--- src/rtl/core/pbw_pkg.sv ---
// Shared types and constants for the pinhole back-projection pipeline.
package pbw_pkg;

	localparam int WORD_W     = 32;
	localparam int SLOT_W     = 4;
	localparam int PIX_W      = 20;
	localparam int IDEP_W     = 20;
	localparam int CFG_IDX_W  = 2;
	localparam int POSE_WORDS = 12;
	localparam int ROT_WORDS  = 9;

	// Datapath widths, sized from the value ranges of each quantity.
	localparam int RAY_W   = 30;
	localparam int DEPTH_W = 33;
	localparam int CAM_W   = 47;
	localparam int CH_W    = 31;
	localparam int CL_W    = 16;

	// Reciprocal unit: four quotient bits per stage over a 36-bit numerator.
	localparam int RECIP_STAGES = 9;
	localparam int RECIP_BITS   = 4;
	localparam int NUM_W        = RECIP_STAGES * RECIP_BITS;

	localparam logic ACT_POINT = 1'b1;

	typedef enum logic [1:0] {
		ST_OK         = 2'd0,
		ST_SAT        = 2'd1,
		ST_ZERO_DEPTH = 2'd2,
		ST_NONFINAL   = 2'd3
	} status_t;

	typedef enum logic [CFG_IDX_W-1:0] {
		CFG_INV_FX = 2'd0,
		CFG_INV_FY = 2'd1,
		CFG_OFF_X  = 2'd2,
		CFG_OFF_Y  = 2'd3
	} cfg_idx_t;

	typedef struct packed {
		logic                     is_point;
		logic                     nonfinal;
		logic                     zero;
		logic [SLOT_W-1:0]        slot;
		logic signed [WORD_W-1:0] word;
		logic [PIX_W-1:0]         u;
		logic [PIX_W-1:0]         v;
		logic [IDEP_W-1:0]        idep;
	} side_t;

	typedef struct packed {
		logic                     en;
		logic [SLOT_W-1:0]        slot;
		logic signed [WORD_W-1:0] word;
	} pose_wr_t;

	typedef struct packed {
		logic nonfinal;
		logic zero;
	} flags_t;

endpackage

--- src/rtl/core/pbw_recip.sv ---
// Pipelined restoring divider that forms the rounded depth 2^32 / inverse depth.
module pbw_recip import pbw_pkg::*; (
	input  logic                    clk,
	input  logic [RECIP_STAGES-1:0] adv,
	input  logic [IDEP_W-1:0]       idep,
	output logic [DEPTH_W-1:0]      depth
);

	localparam logic [NUM_W-1:0] NUM_ONE = NUM_W'(1) << 32;

	logic [IDEP_W-1:0] rem_s [RECIP_STAGES];
	logic [IDEP_W-1:0] den_s [RECIP_STAGES];
	logic [NUM_W-1:0]  nq_s  [RECIP_STAGES];

	for (genvar k = 0; k < RECIP_STAGES; k++) begin : g_stage
		logic [IDEP_W-1:0] rem_i, den_i, rem_o;
		logic [NUM_W-1:0]  nq_i, nq_o;

		if (k == 0) begin : g_first
			// Rounding is folded in by adding half the divisor to the numerator.
			assign rem_i = '0;
			assign den_i = idep;
			assign nq_i  = NUM_ONE + NUM_W'(idep >> 1);
		end else begin : g_next
			assign rem_i = rem_s[k-1];
			assign den_i = den_s[k-1];
			assign nq_i  = nq_s[k-1];
		end

		always_comb begin
			logic [IDEP_W:0] t;
			rem_o = rem_i;
			nq_o  = nq_i;
			for (int b = 0; b < RECIP_BITS; b++) begin
				t    = {rem_o, nq_o[NUM_W-1]};
				nq_o = {nq_o[NUM_W-2:0], 1'b0};
				if (t >= {1'b0, den_i}) begin
					t       = t - {1'b0, den_i};
					nq_o[0] = 1'b1;
				end
				rem_o = t[IDEP_W-1:0];
			end
		end

		always_ff @(posedge clk) begin
			if (adv[k]) begin
				rem_s[k] <= rem_o;
				den_s[k] <= den_i;
				nq_s[k]  <= nq_o;
			end
		end
	end

	assign depth = nq_s[RECIP_STAGES-1][DEPTH_W-1:0];

endmodule

--- config.mk ---
export PLATFORM = sky130hd
export DESIGN_NAME = pbw_recip
export DESIGN_NICKNAME = d
export VERILOG_FILES = /design/src/rtl/core/pbw_pkg.sv /design/src/rtl/core/pbw_recip.sv
export SDC_FILE = /design/constraint.sdc
export NUM_CORES = 2
export LEC_CHECK = 0
export ABC_AREA = 1
export BUFFER_PORTS_ARGS = -buffer_cell sky130_fd_sc_hd__buf_2
export CAP_MARGIN = 20
export CORE_ASPECT_RATIO = 0.6
export CORE_UTILIZATION = 65
export DETAILED_ROUTE_END_ITERATION = 12
export PLACE_DENSITY = 0.86
export SLEW_MARGIN = 40
export SYNTH_ARGS = -nofsm -noshare
export SYNTH_HDL_FRONTEND = slang
export SYNTH_SLANG_ARGS = --single-unit
--- constraint.sdc ---
create_clock -name clk -period 22.2 [get_ports clk]
set_input_delay 2.22 -clock clk [delete_from_list [all_inputs] [get_ports clk]]
set_output_delay 2.22 -clock clk [all_outputs]
set_load 0.02 [all_outputs]
# After elaboration in Yosys (flattened, before gate mapping)
# Memories as Yosys holds them, arrays and structs flattened.
# Index checks and enable logic that the tools add are counted.
op_classes:
  div: 0
  shift: 0
  n_mux: 90
  n_bitwise: 0
  n_reduce_logical: 0
  addsub: 37
  eq_ne: 0
  n_mul: 0
  n_lt_le_gt_ge: 36
ops:
  columns: ["operator", "count"]
  rows:
  - ["$ge 21x20->1", 35]
  - ["$mux 20", 36]
  - ["$sub 20x20->20", 35]
  - ["$mux 1", 54]
  - ["$add 33x19->34 const A", 1]
  - ["$ge 1x20->1 const A", 1]
  - ["$sub 1x20->20 const A", 1]
totals:
  rom_bits: 0
  in_bits: 30
  memories: 3
  ram_bits: 684
  register_bits: 0
  latchBits: 0
  wordCells: 166
  output_inout_bits: 33
mem_list:
  columns: ["name", "depth", "word_bits", "read_ports", "rd_clocked_by_memory_dff", "wr", "line_no", "source"]
  rows:
  - ["nq_s", 9, 36, 9, 0, 9, "pbw_recip.sv:13", "logic [NUM_W-1:0] nq_s [RECIP_STAGES];"]
  - ["den_s", 9, 20, 8, 0, 9, "pbw_recip.sv:12", "logic [IDEP_W-1:0] den_s [RECIP_STAGES];"]
  - ["rem_s", 9, 20, 8, 0, 9, "pbw_recip.sv:11", "logic [IDEP_W-1:0] rem_s [RECIP_STAGES];"]

# Longest topological paths before layout
# An unclocked memory read counts as a cell.
depth:
  ltp_word: 9
  depth_mapped: 64

# Worst setup path after synthesis
# OpenSTA, ideal clock, no wires.
synth_path:
  path_type: "input -> register"
  start: "in idep[0]"
  end: "mem rem_s[0][12], data pin"
  path_stages: 46
  n_path_buf: 4
  path_slack_ps: 13483
  t_arrival_ps: 8587
  setup_ps: 130
  required_time_ps: 22070
  cell_sequence: "buf_2 > inv_1 > ha_1 > nand3_1 > nor2_1 > nand4_1 > nor2_1 > ha_1 > inv_1 > o31ai_1 > nand2_1 > nand2_1 > a21oi_1 > o21ai_0 > nand2_1 > a21o_1 > a21oi_1 > ha_1 > [10 not listed] > o21ai_1 > fa_1 > nand3_1 > nand2_1 > nand2_1 > nand2_1 > a21oi_1 > o21ai_0 > nand2_1 > nand2_1 > nor2_1 > o21ai_0 > a21oi_1 > nand2_1 > nor2_4 > buf_2 > nand2_1 > nand2_1"
synth_lines:
  columns: ["element", "line_no", "source"]
  rows:
  - ["from (decl)", "pbw_recip.sv:5", "input logic [IDEP_W-1:0] idep,"]
  - ["to (decl)", "pbw_recip.sv:11", null]

==> impl_metrics.toml <==
[clocking]
hold_buffers = 0
clockBufferDepth = 3
clock_sinks = 473
root_buffer = "clkbuf_16"
clk-insertion-delay-late_ns = 0.65
post-cts-setup-buffers = 0
post_cts_resized = 0
tritoncts = "done"
clk_pin_slew_worst_paths_ns = 0.07
htreeDepth = 2
cts_inserted_buffers = 48

[synthesis]
syn_area_sq_um = 58900
ys_seq_elements = 473
synth_ff_type = "edfxtp_1"
ys_seq_area_share_pct = 24.1
syn-mean-instance-area_sq_um = 6.87
netlist.area_leader.share_pct = 24.1
synthArstFlopShare_pct = 0
ys_warn_count = 0
netlist_instances = 8573
synth.area.top_cells = "edfxtp_1, nand2_1, ha_1, inv_1, a21oi_1"
synth_top_area_cell = "edfxtp_1"
synth_cell_types = 61
synth_edf_count = 473

[global_routing]
grt-ovfl-total = 0
grt_pass1_vias = 55400
grt_max_degree = 58
grt_pass1_wl_mm = 314
grt_util_all_layers_pct = 43.3
antenna_found_initial = 5

[floorplan]
die_x_um = 390
core_sq_um = 89700
rows = 85
die_y_um = 235
initial_utilization_pct = 65.6
dieArea_sq_um = 91800
ios = 63

[timing]
fin_hold_ws_ns = 0.413
timing.fmax_mhz = 89.4
min_period_over_period_pct = 50.4
fin_crit_ns = 11.19
clock-skew-final_ns = 0.0391
hold_viol = 0
final-setup-viol-count = 0
final.setup.tns_ns = 0
worst_pin_slew_ns = 0.939
rsz0062_at_grt = "false"
fin_ws_ns = 11.01
finalMaxSlewViolations = 0
slew_headroom_pct = 37.2

[min_path]
hp-class = "reg2reg"
hp-start = "nq_s[0][225]"
min_to = "nq_s[0][265]"
whs_path_depth = 0

[finish]
final_cell_area_sq_um = 61600
final_common_cell = "nand2_1"
layout_common_cells = "nand2_1, inv_1, a21oi_1"
layout.nets = 9317
syn2layout_area_growth_pct = 4.74
drive_gt1_share_pct = 3.81

[routing]
drt-vias-per-instance = 6.33
drtPass1Iterations = 9
via_count = 62200
wl_per_cell_um = 21.0
drc = 0
drt-initial-drc-count = 9679
ant_nets = 0
drt_wl_total_mm = 207

[critical_path]
rrSetupSlack_ns = 11.01
arrival_ns = 11.58
rr_worst_depth = 46
crit_top_cell = "nand2_1"
regToRegEndpoint = "rem_s[0][109]"
cp-start-kind = "register"
path_max_fanout = 27
crit_path_max_incr_delay_ns = 0.61
cpMaxStageDelayCell = "nand3_2"
rr_startpoint = "den_s[0][92]"
crit_type = "reg2reg"
setup.worst_path.end_class = "register"
required_ns = 22.59

[place]
hpwlAfterDp_mm = 167
place.gp.congestion = 1.10
place_area_sq_um = 60000
dp_slack_ns = 11.25
io_buffers = 62

[run_status]
status = "finished, final reports clean"

[flow_run]
maxCapViolations = 0
Yosys cell counts, drive strengths merged, types with 4 or more instances:
cell     number
a211oi        4
a21boi       23
a21o         53
a21oi       741
a221oi        5
a31oi        28
and2         14
buf         112
clkbuf       27
edfxtp      473
fa           23
ha          690
inv         998
nand2      2718
nand3       611
nand3b       32
nand4       198
nor2        470
nor3         82
nor4         45
o2111ai       9
o211ai       22
o21a         22
o21ai       515
o21bai       57
o31ai         7
or2          45
xnor2       240
xor2        290
cell families (layout without fill, tap and decap cells):
group                    Yosys count  in the layout  share of synthesized area, %
XOR/XNOR                         530            530                          7.89
buffers and inverters           1139           1171                          7.85
AND/OR/NAND/NOR                 4223           4223                          30.9
other                              1             12                       0.00637
adder cells (fa/ha/maj)          713            713                          15.5
flip-flops                       473            473                          24.1
AO/OA/AOI/OAI                   1494           1494                          13.8
final cells by class:
class,instances,area [sq um]
diodes,3,7.51
clock buffers,53,1220
clock inverters,36,320
fillers,7897,28000
inverters,1000,3760
multi-input cells,6969,40100
flip-flops and latches,473,14200
well taps,1218,1520
repair buffers,82,497
sequential cells by signal (all words and copies together) (netlist names):
register,flops
den_s,157
rem_s,160
nq_s,156
routing by layer:
| layer | vias up | global-route usage (%) | share of wire [%] |
|---|---|---|---|
| met3 | 640 | 15.9 | 17 |
| met4 | 12 | 12.6 | 3.6 |
| li1 | 28900 | - | - |
| met1 | 28100 | 63.8 | 42 |
| met2 | 4510 | 57.8 | 38 |
| met5 | - | 2.13 | 0.14 |
metrics by stage:
| step | utilization, % | std cells |
|---|---|---|
| after floorplan | - | 8581 |
| after global routing | 68.8 | 9832 |
| after CTS | 68.7 | 9830 |
| after detailed placement | 67.0 | 9741 |
| final | 68.8 | 9834 |
| after global placement | 66.9 | 9741 |
worst max-delay path by stage:
stage / depth (start not counted) / start / slack, ns / to
final: 46 / den_s[0][92] / 11.01 / rem_s[0][109]
after global routing: 48 / den_s[0][92] / 10.46 / rem_s[0][102]
after CTS: 48 / den_s[0][92] / 11.26 / rem_s[0][112]
after detailed placement: 51 / idep[0] / 11.25 / rem_s[0][1]
after global placement: 48 / idep[5] / 11.25 / rem_s[0][16]
after floorplan: 46 / idep[0] / 13.48 / rem_s[0][12]
worst max-delay path: cells and delay by family, from the launching register on:
kind	cells	cell delay, ns
flops	1	0.43
buf+inv	2	0.96
simple gates	27	5.02
fa+ha+maj	4	1.41
compound gates	13	3.06
Power is left out: the tool's default activity adds up to more than one toggle a clock period on the data nets, which glitch-free logic cannot reach.
