## src/rtl/core/pbw_pkg.sv

```systemverilog
// Shared types and constants for the pinhole back-projection pipeline.
package pbw_pkg;

	localparam int WORD_W     = 32;
	localparam int SLOT_W     = 4;
	localparam int PIX_W      = 20;
	localparam int IDEP_W     = 20;
	localparam int CFG_IDX_W  = 2;
	localparam int POSE_WORDS = 12;
	localparam int ROT_WORDS  = 9;

	// Datapath widths, sized from the value ranges of each quantity.
	localparam int RAY_W   = 30;
	localparam int DEPTH_W = 33;
	localparam int CAM_W   = 47;
	localparam int CH_W    = 31;
	localparam int CL_W    = 16;

	// Reciprocal unit: four quotient bits per stage over a 36-bit numerator.
	localparam int RECIP_STAGES = 9;
	localparam int RECIP_BITS   = 4;
	localparam int NUM_W        = RECIP_STAGES * RECIP_BITS;

	localparam logic ACT_POINT = 1'b1;

	typedef enum logic [1:0] {
		ST_OK         = 2'd0,
		ST_SAT        = 2'd1,
		ST_ZERO_DEPTH = 2'd2,
		ST_NONFINAL   = 2'd3
	} status_t;

	typedef enum logic [CFG_IDX_W-1:0] {
		CFG_INV_FX = 2'd0,
		CFG_INV_FY = 2'd1,
		CFG_OFF_X  = 2'd2,
		CFG_OFF_Y  = 2'd3
	} cfg_idx_t;

	typedef struct packed {
		logic                     is_point;
		logic                     nonfinal;
		logic                     zero;
		logic [SLOT_W-1:0]        slot;
		logic signed [WORD_W-1:0] word;
		logic [PIX_W-1:0]         u;
		logic [PIX_W-1:0]         v;
		logic [IDEP_W-1:0]        idep;
	} side_t;

	typedef struct packed {
		logic                     en;
		logic [SLOT_W-1:0]        slot;
		logic signed [WORD_W-1:0] word;
	} pose_wr_t;

	typedef struct packed {
		logic nonfinal;
		logic zero;
	} flags_t;

endpackage

```

## src/rtl/core/pbw_cam.sv

```systemverilog
// Two-stage scaling of a ray component by depth into a camera-space coordinate.
module pbw_cam import pbw_pkg::*; (
	input  logic                    clk,
	input  logic [1:0]              adv,
	input  logic signed [RAY_W-1:0] ray,
	input  logic [DEPTH_W-1:0]      depth,
	output logic signed [CH_W-1:0]  ch,
	output logic [CL_W-1:0]         cl
);

	localparam int PH_W = CAM_W;
	localparam int PL_W = CAM_W - 1;

	logic signed [PH_W-1:0]  ph_s11;
	logic signed [PL_W-1:0]  pl_s11;
	logic signed [CAM_W-1:0] cam_s12;

	// Depth is split at the binary point so each product stays narrow.
	always_ff @(posedge clk) begin
		if (adv[0]) begin
			ph_s11 <= PH_W'(ray) * PH_W'($signed({1'b0, depth[DEPTH_W-1:16]}));
			pl_s11 <= PL_W'(ray) * PL_W'($signed({1'b0, depth[15:0]}));
		end
	end

	always_ff @(posedge clk) begin
		if (adv[1]) begin
			cam_s12 <= ph_s11 + CAM_W'((pl_s11 + PL_W'(32768)) >>> 16);
		end
	end

	assign ch = cam_s12[CAM_W-1:16];
	assign cl = cam_s12[CL_W-1:0];

endmodule

```

## config.mk

```make
export PLATFORM = sky130hd
export DESIGN_NAME = pbw_cam
export DESIGN_NICKNAME = d
export VERILOG_FILES = /design/src/rtl/core/pbw_pkg.sv /design/src/rtl/core/pbw_cam.sv
export SDC_FILE = /design/constraint.sdc
export NUM_CORES = 2
export LEC_CHECK = 0
export ABC_AREA = 1
export ABC_CLOCK_PERIOD_IN_PS = 5800
export BUFFER_PORTS_ARGS = -buffer_cell sky130_fd_sc_hd__buf_2
export CORE_UTILIZATION = 34
export CTS_CLUSTER_DIAMETER = 120
export CTS_CLUSTER_SIZE = 25
export DETAILED_ROUTE_END_ITERATION = 10
export SYNTH_ARGS = -nofsm -noshare
export SYNTH_HDL_FRONTEND = slang
export SYNTH_SLANG_ARGS = --single-unit
```

## constraint.sdc

```tcl
create_clock -name clk -period 5.8 [get_ports clk]
set_input_delay 0.58 -clock clk [delete_from_list [all_inputs] [get_ports clk]]
set_output_delay 0.58 -clock clk [all_outputs]
set_load 0.01 [all_outputs]
```

# Yosys cells after proc, flatten, opt, wreduce, memory -nomap -nowiden
# Index checks and enable logic that the tools add are counted.
[totals] latch_bits=0 ff_bits=140 output_inout_bits=47 memories=0 inputBits=66 rom_bits=0 mem_bits_rw=0
[classes] eq_ne=0 n_addsub=2 bitwise=0 div=0 n_mux=0 n_mul=2 n_lt_le_gt_ge=0 n_reduce_logical=0 shift=0
[op_table] op="$add A46 B17 Y47 const B" count=1
[op_table] op="$add A47 B31 Y47" count=1
[op_table] op="$mul A30 B18 Y47" count=1
[op_table] op="$mul A30 B17 Y46" count=1

# Depth between registers and ports, before layout
[logic_depth] depth_word=2 mapped_depth=29

# Least setup slack after synthesis
# Ideal clock, no wire load.
[synth_timing] path_type="in2reg" from="input ray[29]" to="register ph_s11[46], data pin" arrival_ns=5.740 t_required_ns=5.548 setup_slack_ns=-0.193 stages=24 setup_time_ns=0.252 path_buffers=2 path_cell_list="clkbuf_1 -> clkbuf_1 -> nand2_1 -> fa_1 -> fa_1 -> inv_1 -> fa_1 -> fa_1 -> fa_1 -> inv_1 -> fa_1 -> inv_1 -> ha_1 -> nand2_1 -> nor2_1 -> inv_1 -> nor2_1 -> nand2_1 -> nor3_1 -> nand2_1 -> inv_1 -> nor2_1 -> nand2_1 -> nand2_1"
[synth_via] elab_chain_cells=1
[synth_rtl] element="from (decl)" line_no="pbw_cam.sv:5" rtl="input logic signed [RAY_W-1:0] ray,"
[synth_rtl] element="$mul A30 B18 Y47" line_no="pbw_cam.sv:21" rtl="ph_s11 <= PH_W'(ray) * PH_W'($signed({1'b0, depth[DEPTH_W-1:16]}));"
[synth_rtl] element="to (signal assigned)" line_no="pbw_cam.sv:21"
[synth_rtl] element="to (decl)" line_no="pbw_cam.sv:14" rtl="logic signed [PH_W-1:0] ph_s11;"
# No other way between the ends.
# A chain may end at the register's enable or synchronous reset.

# Final worst setup path
[layout_timing] from="input ray[17]" to="register pl_s11[24], data pin"
[layout_via] elab_chain_cells=1
[layout_rtl] element="$mul A30 B17 Y46" line_no="pbw_cam.sv:22" rtl="pl_s11 <= PL_W'(ray) * PL_W'($signed({1'b0, depth[15:0]}));"
[layout_rtl] element="to (signal assigned)" line_no="pbw_cam.sv:22"
[layout_rtl] element="to (decl)" line_no="pbw_cam.sv:15" rtl="logic signed [PL_W-1:0] pl_s11;"
# No other way between the ends.

==> summary.md <==
| Metric | Value |
|---|---|
| DP HPWL | around 120,000 um |
| Synthesis-stage register bit count | about 130 |
| Nets@finish | 7,843 |
| Detailed Routing Iterations Pass 1 | 8 |
| DP Cell Count | roughly 8.3k |
| Ys flop type | edfxtp_1 |
| Overall die width | about 370 um |
| Max-cap violations | 0 |
| Initial antenna violation count | 2 |
| Most area-hungry cell type in the Yosys netlist | fa_1 |
| Largest net degree at the start of global routing | between 70 and 80 |
| Setup TNS | 0 ns |
| Worst Hold Class | primary input to register |
| Slew headroom | 0.3318 |
| Flop2flop setup slack | 2.06 ns |
| H-tree Lvls | 4 |
| Die Y | 367.2 um |
| Count leader, synth | inv_1 |
| RSZ-0062 raised after global routing | true |
| GP Congestion | about 0.93 |
| CTS tree | done |
| First-pass GRT wire length | around 220,000 um |
| EDFF count, synth | between 100 and 150 |
| WHS Endpoint | ph_s11[40]$_DFFE_PP_ |
| Max Clk Rate | 175.4 MHz |
| Synthesized area per cell | between 7 and 8 um2 |
| Post-Syn Nets | ~7.4k |
| Worst-margin pin slew | ~1 ns |
| Run status | complete, no violations |
| DR WL/cell | about 17 um |
| Fin crit share | 0.9827 |
| Share of Yosys cell area claimed by the top area cell type | 0.4153 |
| Hold_sp | adv[0] |
| Antenna Nets Post-Route | 0 |
| Vias in the first global route | a little over 40k |
| Via Count | 38.22k |
| Hold Buf Count CTS | 0 |
| Clock slew at reported path FFs | approximately 0.070 ns |
| Worst EP arrival | around 5.9 ns |
| Drt initial violations | 2,299 |
| R2R depth | 15 |
| Final Setup Violations | 0 |
| Util after Layout | 0.4029 |
| Clock sinks | between 100 and 150 |
| Total grt overflow | 0 |
| Core Area | around 0.13 mm2 |
| Startpoint Class | primary input |
| Crit path time final | 5.700 ns |
| Total track usage | 0.2120 |
| Worst R2R End | cam_s12[34]$_DFFE_PP_ |
| Final Hold Slack | roughly 0.48 ns |
| CTS Buf Count | 17 |
| Layout cells sized above 1 | 0.1215 |
| Slowest stage delay, CP | between 0.5 and 0.6 ns |
| Worst-Skew Late Latency | 0.45 ns |
| Reg2reg start | pl_s11[38]$_DFFE_PP_ |
| Worst Clk Skew | 0.01357 ns |
| Vias per Instance | 4.584 |
| Final slew viol count | 0 |
| Critical-path cell list | buf_2, buf_12, nand2_1, fa_1, fa_1, fa_1, inv_1, fa_1, fa_1, inv_1, fa_1, inv_1, ha_1, nand2_1, inv_1, a21oi_1, buf_4, nor2_1, nor2_1, nand3_1, xor2_1, buf_4 |
| Ports | 113 |
| Site row count | roughly 130 |
| Sequential cell area fraction in the yosys report | 0.08276 |
| Ys Warns | 0 |
| Req. time, crit path | 6.00 ns |
| Synth Instances | slightly above 6k |
| Ys async rst share | 0 |
| Non-Filler Instances | 8,338 |
| Type of element capturing the critical path | register |
| Synth area leaders | fa_1 (42%), inv_1 (16%), nand2_1 (15%), edfxtp_1 (8.3%), ha_1 (7.3%) |
| Synth Cell Area | between 0.04 and 0.05 mm2 |
| CP Class | primary input to register |
| Most instantiated cells after synthesis | inv_1 (1,920), nand2_1 (1,757), fa_1 (941) |
| Hold Vio Cnt, Final | 0 |
| Hold depth | 1 |
| Die ar. | about 0.13 mm2 |
| Critical path's slowest cell | fa_1 |
| Starting density of the core | 0.3437 |
| N_diodes | 0 |
| PortBufs | between 100 and 150 |
| Bufs on Longest Clock Path | 2 |
| Post-synthesis cell type count | 36 |
| Top cell by count, worst path | fa_1 |
| P&R area growth vs syn | 17.24% |
| CTS root buf | clkbuf_16 |
| DRC viols | 0 |
| CP max FO | 24 |
| Final wirelength | between 100,000 and 150,000 um |
[per-layer routing]
metal,track usage,share of wire,vias up
met4,0.04736,0.025,2
met5,0,0.000079,-
met2,0.3827,0.50,921
met3,0.01935,0.043,170
li1,-,-,18190
met1,0.2725,0.43,18937
[worst max path at each step]
stage / startpoint / to / slack (ns) / depth (start not counted)
2_1_floorplan: ray[29] / ph_s11[46]$_DFFE_PP_ / 0.03 / 24
3_3_place_gp: depth[3] / pl_s11[35]$_DFFE_PP_ / -0.66 / 20
3_5_place_dp: depth[3] / pl_s11[35]$_DFFE_PP_ / -0.69 / 20
4_1_cts: depth[4] / pl_s11[35]$_DFFE_PP_ / 0.0008 / 20
5_1_grt: depth[22] / ph_s11[46]$_DFFE_PP_ / -0.05 / 24
6_report: ray[17] / pl_s11[24]$_DFFE_PP_ / 0.10 / 22
[layout make-up]
| cell class | instances | area [um2] |
|---|---|---|
| fillers | 13569 | 78790 |
| multi-input cells | 3866 | 33970 |
| inverters | 1920 | 7209 |
| repair buffers | 640 | 5487 |
| flip-flops and latches | 125 | 3754 |
| well taps | 1755 | 2196 |
| clock buffers | 18 | 429.2 |
| clock inverters | 14 | 132.6 |
[critical path: cells and delay by family]
kind / cells / cell delay, ns
AO/OA/AOI/OAI: 1 / 0.15
AND/OR/NAND/NOR: 5 / 0.59
adder cells (fa/ha/maj): 7 / 3.51
XOR/XNOR: 1 / 0.18
buffers and inverters: 8 / 0.86
[cells by family (layout without fill, tap and decap cells)]
| kind of cell | after synthesis | after routing | share of synthesized area |
|---|---|---|---|
| xor gates and xnor gates | 102 | 102 | 0.01970 |
| adders and majority gates | 1207 | 1207 | 0.4887 |
| AOI/OAI and AO/OA | 300 | 300 | 0.03504 |
| buffers and inverters | 2137 | 2592 | 0.1769 |
| and+or+nand+nor | 2257 | 2257 | 0.1969 |
| DFF | 125 | 125 | 0.08276 |
[cells in the final DEF, fill, tap and decap left out, drive strengths merged, types with 45 or more instances in the layout]
cell    instances
inv          1926
nand2        1767
fa            941
buf           636
ha            266
nor2          260
a21oi         169
nand3         137
edfxtp        125
o21ai          98
xor2           76
nand4          45
[what timing repair did]
action / 4_1_cts / 5_1_grt
pin swaps: 0 / 7
setup buffers: 0 / 2
gates resized for setup: 4 / 146
endpoints found under the setup margin: 16 / 60
[stage by stage]
step	area, um2	setup slack, ns
floorplan	45360	0.03136
global placement	52160	-0.6629
detailed placement	52160	-0.6856
CTS	52740	0.0008229
global route	53170	-0.04957
finish	53170	0.1001
[state kept, by name (all words and copies together) (netlist names)]
name,flops
cam_s12,47
ph_s11,47
pl_s11,31
Power is left out: the tool's default activity adds up to more than one toggle a clock period on the data nets, which glitch-free logic cannot reach.
