==> src/rtl/core/pbw_pkg.sv <==
// Shared types and constants for the pinhole back-projection pipeline.
package pbw_pkg;

	localparam int WORD_W     = 32;
	localparam int SLOT_W     = 4;
	localparam int PIX_W      = 20;
	localparam int IDEP_W     = 20;
	localparam int CFG_IDX_W  = 2;
	localparam int POSE_WORDS = 12;
	localparam int ROT_WORDS  = 9;

	// Datapath widths, sized from the value ranges of each quantity.
	localparam int RAY_W   = 30;
	localparam int DEPTH_W = 33;
	localparam int CAM_W   = 47;
	localparam int CH_W    = 31;
	localparam int CL_W    = 16;

	// Reciprocal unit: four quotient bits per stage over a 36-bit numerator.
	localparam int RECIP_STAGES = 9;
	localparam int RECIP_BITS   = 4;
	localparam int NUM_W        = RECIP_STAGES * RECIP_BITS;

	localparam logic ACT_POINT = 1'b1;

	typedef enum logic [1:0] {
		ST_OK         = 2'd0,
		ST_SAT        = 2'd1,
		ST_ZERO_DEPTH = 2'd2,
		ST_NONFINAL   = 2'd3
	} status_t;

	typedef enum logic [CFG_IDX_W-1:0] {
		CFG_INV_FX = 2'd0,
		CFG_INV_FY = 2'd1,
		CFG_OFF_X  = 2'd2,
		CFG_OFF_Y  = 2'd3
	} cfg_idx_t;

	typedef struct packed {
		logic                     is_point;
		logic                     nonfinal;
		logic                     zero;
		logic [SLOT_W-1:0]        slot;
		logic signed [WORD_W-1:0] word;
		logic [PIX_W-1:0]         u;
		logic [PIX_W-1:0]         v;
		logic [IDEP_W-1:0]        idep;
	} side_t;

	typedef struct packed {
		logic                     en;
		logic [SLOT_W-1:0]        slot;
		logic signed [WORD_W-1:0] word;
	} pose_wr_t;

	typedef struct packed {
		logic nonfinal;
		logic zero;
	} flags_t;

endpackage

==> src/rtl/core/pbw_ray.sv <==
// Two-stage ray component: pixel times inverse focal length plus offset, rounded.
module pbw_ray import pbw_pkg::*; (
	input  logic                     clk,
	input  logic [1:0]               adv,
	input  logic [PIX_W-1:0]         pix,
	input  logic [WORD_W-1:0]        inv_focal,
	input  logic signed [WORD_W-1:0] offset,
	output logic signed [RAY_W-1:0]  ray
);

	localparam int PROD_W = PIX_W + WORD_W;
	localparam int SUM_W  = PROD_W + 2;

	logic [PROD_W-1:0]       prod_s9;
	logic signed [RAY_W-1:0] ray_s10;
	logic signed [SUM_W-1:0] sum;

	always_ff @(posedge clk) begin
		if (adv[0]) begin
			prod_s9 <= PROD_W'(pix) * PROD_W'(inv_focal);
		end
	end

	// Offset is Q4.28; it lines up with the product after a shift by twelve.
	assign sum = $signed({2'b00, prod_s9}) + (SUM_W'(offset) <<< 12) + SUM_W'(1 << 23);

	always_ff @(posedge clk) begin
		if (adv[1]) begin
			ray_s10 <= sum[SUM_W-1:24];
		end
	end

	assign ray = ray_s10;

endmodule

==> config.mk <==
export PLATFORM = sky130hd
export DESIGN_NAME = pbw_ray
export DESIGN_NICKNAME = d
export VERILOG_FILES = /design/src/rtl/core/pbw_pkg.sv /design/src/rtl/core/pbw_ray.sv
export SDC_FILE = /design/constraint.sdc
export NUM_CORES = 2
export LEC_CHECK = 0
export BUFFER_PORTS_ARGS = -buffer_cell sky130_fd_sc_hd__buf_4
export CAP_MARGIN = 10
export CORE_MARGIN = 2
export CORE_UTILIZATION = 65
export CTS_CLUSTER_SIZE = 16
export DETAILED_ROUTE_END_ITERATION = 16
export PLACE_DENSITY = 0.85
export SLEW_MARGIN = 20
export SYNTH_ARGS = -nofsm -noshare
export SYNTH_HDL_FRONTEND = slang
export SYNTH_SLANG_ARGS = --single-unit
==> constraint.sdc <==
create_clock -name clk -period 10.05 [get_ports clk]
set_input_delay 2.01 -clock clk [delete_from_list [all_inputs] [get_ports clk]]
set_output_delay 2.01 -clock clk [all_outputs]
set_load 0.02 [all_outputs]
Yosys cells after proc, flatten, opt, wreduce, memory -nomap -nowiden:

Cells that the tools add are included.

* equality and inequality tests: 0
* $add $sub $neg: 2
* shifts and indexed selects: 0
* multiply operators: 1
* order comparisons: 0
* reductions and logical operators: 0
* bitwise logic cells: 0
* multiplexer cells: 0
* divide/modulo/power cells: 0

Operators by type and width (number)
* $add 53x44->54: 1
* $add 54x25->54 const B: 1
* $mul 20x32->52: 1

* register bits: 82
* memories kept: 0
* bits in read-only memories: 0
* bits in latches: 0
* bits in writable memories: 0

Logic depth before layout (Yosys ltp):

* depth in word-level cells: 2
* mapped depth: 26
* depth with buffers taken out: 25

Least setup slack after synthesis:

OpenSTA, ideal clock, no wires.

* kind: input -> register
* start: input port inv_focal[10]
* end: register prod_s9[50], data pin
* cell stages on the path: 25
* arrival: 7.976 ns
* slack: 1.816 ns
* path buffers: 1
* path through: clkbuf_1 -> and2_1 -> fa_1 -> fa_1 -> inv_1 -> fa_1 -> inv_1 -> fa_1 -> inv_1 -> fa_1 -> inv_1 -> fa_1 -> inv_1 -> fa_1 -> inv_1 -> ha_1 -> nand2_1 -> a21o_1 -> a21oi_1 -> o32ai_2 -> o31ai_4 -> a31oi_4 -> o311ai_4 -> a31oi_1 -> xnor2_1

* cells in the longest elaborated chain, start to end: 1

Ends and longest elaborated chain
* from (decl): line pbw_ray.sv:6 `input logic [WORD_W-1:0] inv_focal,`
* $mul 20x32->52: line pbw_ray.sv:20 `prod_s9 <= PROD_W'(pix) * PROD_W'(inv_focal);`
* to (signal assigned): line pbw_ray.sv:20
* to (decl): line pbw_ray.sv:14 `logic [PROD_W-1:0] prod_s9;`

No other way between the ends.
A chain may end at the register's enable or synchronous reset.

Worst setup path after layout:

* start: input port pix[11]
* end: register prod_s9[47], data pin

* cells in the longest elaborated chain, start to end: 1

Ends and longest elaborated chain
* from (decl): line pbw_ray.sv:5 `input logic [PIX_W-1:0] pix,`
* $mul 20x32->52: line pbw_ray.sv:20

No other way between the ends.

==> run_summary.xml <==
<?xml version="1.0" encoding="UTF-8"?>
<metrics>
  <group name="yosys">
    <metric name="yosys_warnings" unit="">0</metric>
    <metric name="synthSimpleGateAreaFrac" unit="%">16.08</metric>
    <metric name="synth_edf_count" unit="">70</metric>
    <metric name="synthDistinctLibCells" unit="">66</metric>
    <metric name="ys_async_sr_fraction" unit="%">0</metric>
    <metric name="synthesis.area" unit="µm²">24810</metric>
    <metric name="synth.top_cells.by_area" unit="">fa_1, ha_1, inv_1</metric>
    <metric name="post_synth_xor_area_fraction" unit="%">2.506</metric>
    <metric name="synth.mux.area_fraction" unit="%">0</metric>
    <metric name="synth_compound_gate_area_share" unit="%">6.787</metric>
    <metric name="syn_nets" unit="">3553</metric>
    <metric name="dominant_combinational_cell_family_by_area_after_synthesis" unit="">adder cells</metric>
    <metric name="synth_top_area_share" unit="%">43.16</metric>
    <metric name="synthesis.instances" unit="">2693</metric>
    <metric name="synthesis.area_per_instance" unit="µm²">9.214</metric>
    <metric name="cell_types_with_the_highest_counts_after_synthesis" unit="">inv_1, fa_1, nand2_1</metric>
    <metric name="ys_seq_elements" unit="">70</metric>
    <metric name="post-synth-top-count-cell" unit="">inv_1</metric>
    <metric name="yosysTopAreaCell" unit="">fa_1</metric>
    <metric name="ys_dominant_reg_cell" unit="">edfxtp_1</metric>
    <metric name="seq_area_frac_synth" unit="%">8.472</metric>
    <metric name="yosys.area_share.adder" unit="%">55.17</metric>
  </group>
  <group name="die">
    <metric name="pin_count" unit="">117</metric>
    <metric name="design.core.area" unit="µm²">37670</metric>
    <metric name="die-area" unit="µm²">39750</metric>
    <metric name="width_of_the_die" unit="µm">199.4</metric>
    <metric name="initial_standard_cell_utilization_of_the_core" unit="%">65.87</metric>
    <metric name="core.rowCount" unit="">71</metric>
    <metric name="die_h" unit="µm">199.4</metric>
  </group>
  <group name="critical_path">
    <metric name="reg2reg_capture_point" unit="">ray[22]</metric>
    <metric name="timing_worst_setup_path_type" unit="">in2reg</metric>
    <metric name="cp_common_cell" unit="">fa_1</metric>
    <metric name="timing.critical_path.from_type" unit="">primary input</metric>
    <metric name="worst-endpoint-required" unit="ns">10.13</metric>
    <metric name="cell_class_contributing_the_biggest_share_of_worst_path_delay" unit="">adder cells</metric>
    <metric name="worst_path_largest_cell_delay" unit="ns">0.55</metric>
    <metric name="critPathArrivalTime" unit="ns">8.55</metric>
    <metric name="rrSetupSlack" unit="ns">6.78</metric>
    <metric name="r2r.worst_path.cells" unit="">11</metric>
    <metric name="cp_max_fo" unit="">32</metric>
    <metric name="critPathCaptureType" unit="">flop</metric>
    <metric name="timing.critical_path.buf_inv" unit="">6</metric>
    <metric name="critical_path.cell_chain" unit="">buf_4 &gt; nand2_1 &gt; fa_1 &gt; inv_1 &gt; fa_1 &gt; inv_1 &gt; fa_1 &gt; inv_1 &gt; fa_1 &gt; fa_1 &gt; fa_1 &gt; inv_1 &gt; fa_1 &gt; inv_1 &gt; ha_1 &gt; nand4_1 &gt; or4_1 &gt; o22a_1 &gt; a21oi_1 &gt; a21oi_1 &gt; o21ai_0 &gt; xor2_1</metric>
    <metric name="worst_path_slowest_cell" unit="">fa_1</metric>
    <metric name="crit-reg2reg-launch" unit="">prod_s9[25]</metric>
  </group>
  <group name="placed_design">
    <metric name="final_replace_weighted_congestion" unit="">0.9406</metric>
    <metric name="dp.cells" unit="">3177</metric>
    <metric name="cell_area_after_placement" unit="µm²">25780</metric>
    <metric name="place.port_buffers" unit="">116</metric>
    <metric name="dp.final_hpwl" unit="µm">49160</metric>
    <metric name="pre_cts_ws" unit="ns">1.260</metric>
  </group>
  <group name="clock_network">
    <metric name="tritoncts_clock_tree" unit="">done</metric>
    <metric name="cts_max_level" unit="">3</metric>
    <metric name="clock-root-buffer" unit="">clkbuf_16</metric>
    <metric name="cts.repair_timing.setup_buffer_count" unit="">0</metric>
    <metric name="max-clock-path-buffers" unit="">2</metric>
    <metric name="worst_skew_pair.late_latency" unit="ns">0.34</metric>
    <metric name="cts.clk_slew.worst_paths" unit="ns">0.06</metric>
    <metric name="postCtsHoldBufs" unit="">0</metric>
    <metric name="cts_inserted_buffers" unit="">9</metric>
    <metric name="tritoncts_num_sinks" unit="">70</metric>
    <metric name="cts_resized" unit="">0</metric>
  </group>
  <group name="detailed_routing">
    <metric name="postRouteWirelength" unit="µm">62780</metric>
    <metric name="via_per_inst" unit="">5.806</metric>
    <metric name="drc" unit="">0</metric>
    <metric name="drt.antenna.violating_nets" unit="">0</metric>
    <metric name="route.vias.total" unit="">18539</metric>
    <metric name="detailedRoute.firstPassIterationCount" unit="">6</metric>
    <metric name="wl_per_cell" unit="µm">19.66</metric>
    <metric name="drtIter0Drc" unit="">1258</metric>
  </group>
  <group name="hold_path">
    <metric name="holdPathStages" unit="">3</metric>
    <metric name="holdCritStartpoint" unit="">prod_s9[51]</metric>
    <metric name="timing.hold.worst.class" unit="">reg2reg</metric>
    <metric name="hold_path_end" unit="">ray[29]</metric>
  </group>
  <group name="timing">
    <metric name="fin_ws" unit="ns">1.573</metric>
    <metric name="finalCriticalPeriod" unit="ns">8.477</metric>
    <metric name="timing.final.hold_violations" unit="">0</metric>
    <metric name="fin_setup_tns" unit="ns">0</metric>
    <metric name="max_slew_violation_count" unit="">0</metric>
    <metric name="timing.max_slew.rel_slack" unit="%">57.29</metric>
    <metric name="finalSetupViolCount" unit="">0</metric>
    <metric name="max_freq" unit="MHz">118.0</metric>
    <metric name="finalCritPeriodShare" unit="%">84.35</metric>
    <metric name="finalClockSkew" unit="ns">0.01094</metric>
    <metric name="grt_setup_unrepaired" unit="">no</metric>
    <metric name="tightest_slew" unit="ns">0.6352</metric>
  </group>
  <group name="status">
    <metric name="status" unit="">finished, final reports clean</metric>
  </group>
  <group name="cells_and_area">
    <metric name="drive_gt1_share" unit="%">5.556</metric>
    <metric name="antenna-diode-count" unit="">0</metric>
    <metric name="final_cell_area" unit="µm²">26070</metric>
    <metric name="area.growth.synth_to_final" unit="%">5.073</metric>
    <metric name="nNetsFinal" unit="">3537</metric>
    <metric name="finish.cell_count_without_fillers" unit="">3193</metric>
  </group>
  <group name="grt">
    <metric name="gr-total-overflow" unit="">0</metric>
    <metric name="grt_pass1_wl" unit="µm">102400</metric>
    <metric name="antenna_found_initial" unit="">0</metric>
    <metric name="grt_usage" unit="%">33.29</metric>
    <metric name="first_global_vias" unit="">20383</metric>
    <metric name="largest_net_degree_at_the_start_of_global_routing" unit="">41</metric>
  </group>
  <group name="job">
    <metric name="drv_cap" unit="">0</metric>
  </group>
</metrics>
layout make-up:
class,instances,area (µm²)
Sequential cell,70,2102
Multi-Input combinational cell,1898,19980
Tap cell,511,639.4
Fill cell,2947,11590
Timing Repair Buffer,116,870.8
Clock buffer,10,229.0
Clock inverter,6,62.56
Inverter,582,2185
flip-flops by register name, summed over array words and instances, names as in the netlist:
register,cells
prod_s9,40
ray,30
worst register-to-register path: stages, from the launching register on:
cell and delay [ns]:
edfxtp_1 0.36, ha_1 0.29, ha_1 0.38, a21oi_1 0.23, o21ai_0 0.17, nor3_2 0.26
a21oi_2 0.11, a41o_2 0.37, o311ai_4 0.32, o21ai_1 0.19, a31oi_1 0.24, xnor2_1 0.10
layout by cell type (no fill, tap or decap), types with 5 or more instances in the layout:
cell type	count
o21bai_1	14
nand3_1	8
inv_1	582
o211ai_1	5
and2_1	299
ha_1	238
nor2b_1	14
buf_4	116
xnor2_1	47
a21o_1	39
nand2b_1	8
xor2_1	24
clkbuf_16	9
a211oi_1	5
o21ai_0	40
nor3_1	6
nand4_1	19
and4_1	7
a21oi_1	83
and3_1	9
nand2_1	393
a31oi_1	13
nor2_1	33
edfxtp_1	70
fa_1	535
worst max-delay path by stage:
stage / start / endpoint / slack [ns] / cells after the start
4_1_cts: pix[11] / prod_s9[47] / 1.61 / 22
6_report: pix[11] / prod_s9[47] / 1.57 / 22
3_5_place_dp: pix[11] / prod_s9[47] / 1.26 / 22
5_1_grt: pix[5] / prod_s9[36] / 1.24 / 23
2_1_floorplan: inv_focal[10] / prod_s9[50] / 1.82 / 25
3_3_place_gp: pix[5] / prod_s9[36] / 1.40 / 23
per-stage QoR:
step,util (%),hold slack (ns)
6_report,69.22,0.9125
4_1_cts,69.22,0.9110
2_1_floorplan,-,0.7141
5_1_grt,69.22,0.9626
3_3_place_gp,68.44,0.8106
3_5_place_dp,68.44,0.8291
kinds of logic (layout without fill, tap and decap cells):
| kind of cell | Yosys count | after routing |
|---|---|---|
| simple gates | 805 | 805 |
| fa+ha+maj | 773 | 773 |
| compound gates | 249 | 249 |
| flops | 70 | 70 |
| xor+xnor | 71 | 71 |
| buf+inv | 725 | 714 |
routing by layer:
metal	share of wire (%)	vias up	track usage [%]
met5	0	-	0
met4	4.7	0	14.38
met3	9.2	249	6.042
met2	48	934	55.66
met1	38	9261	42.85
li1	-	8095	-
Power is not shown: default switching activity piles up to over one toggle a cycle in this logic, so the estimate is an artifact.
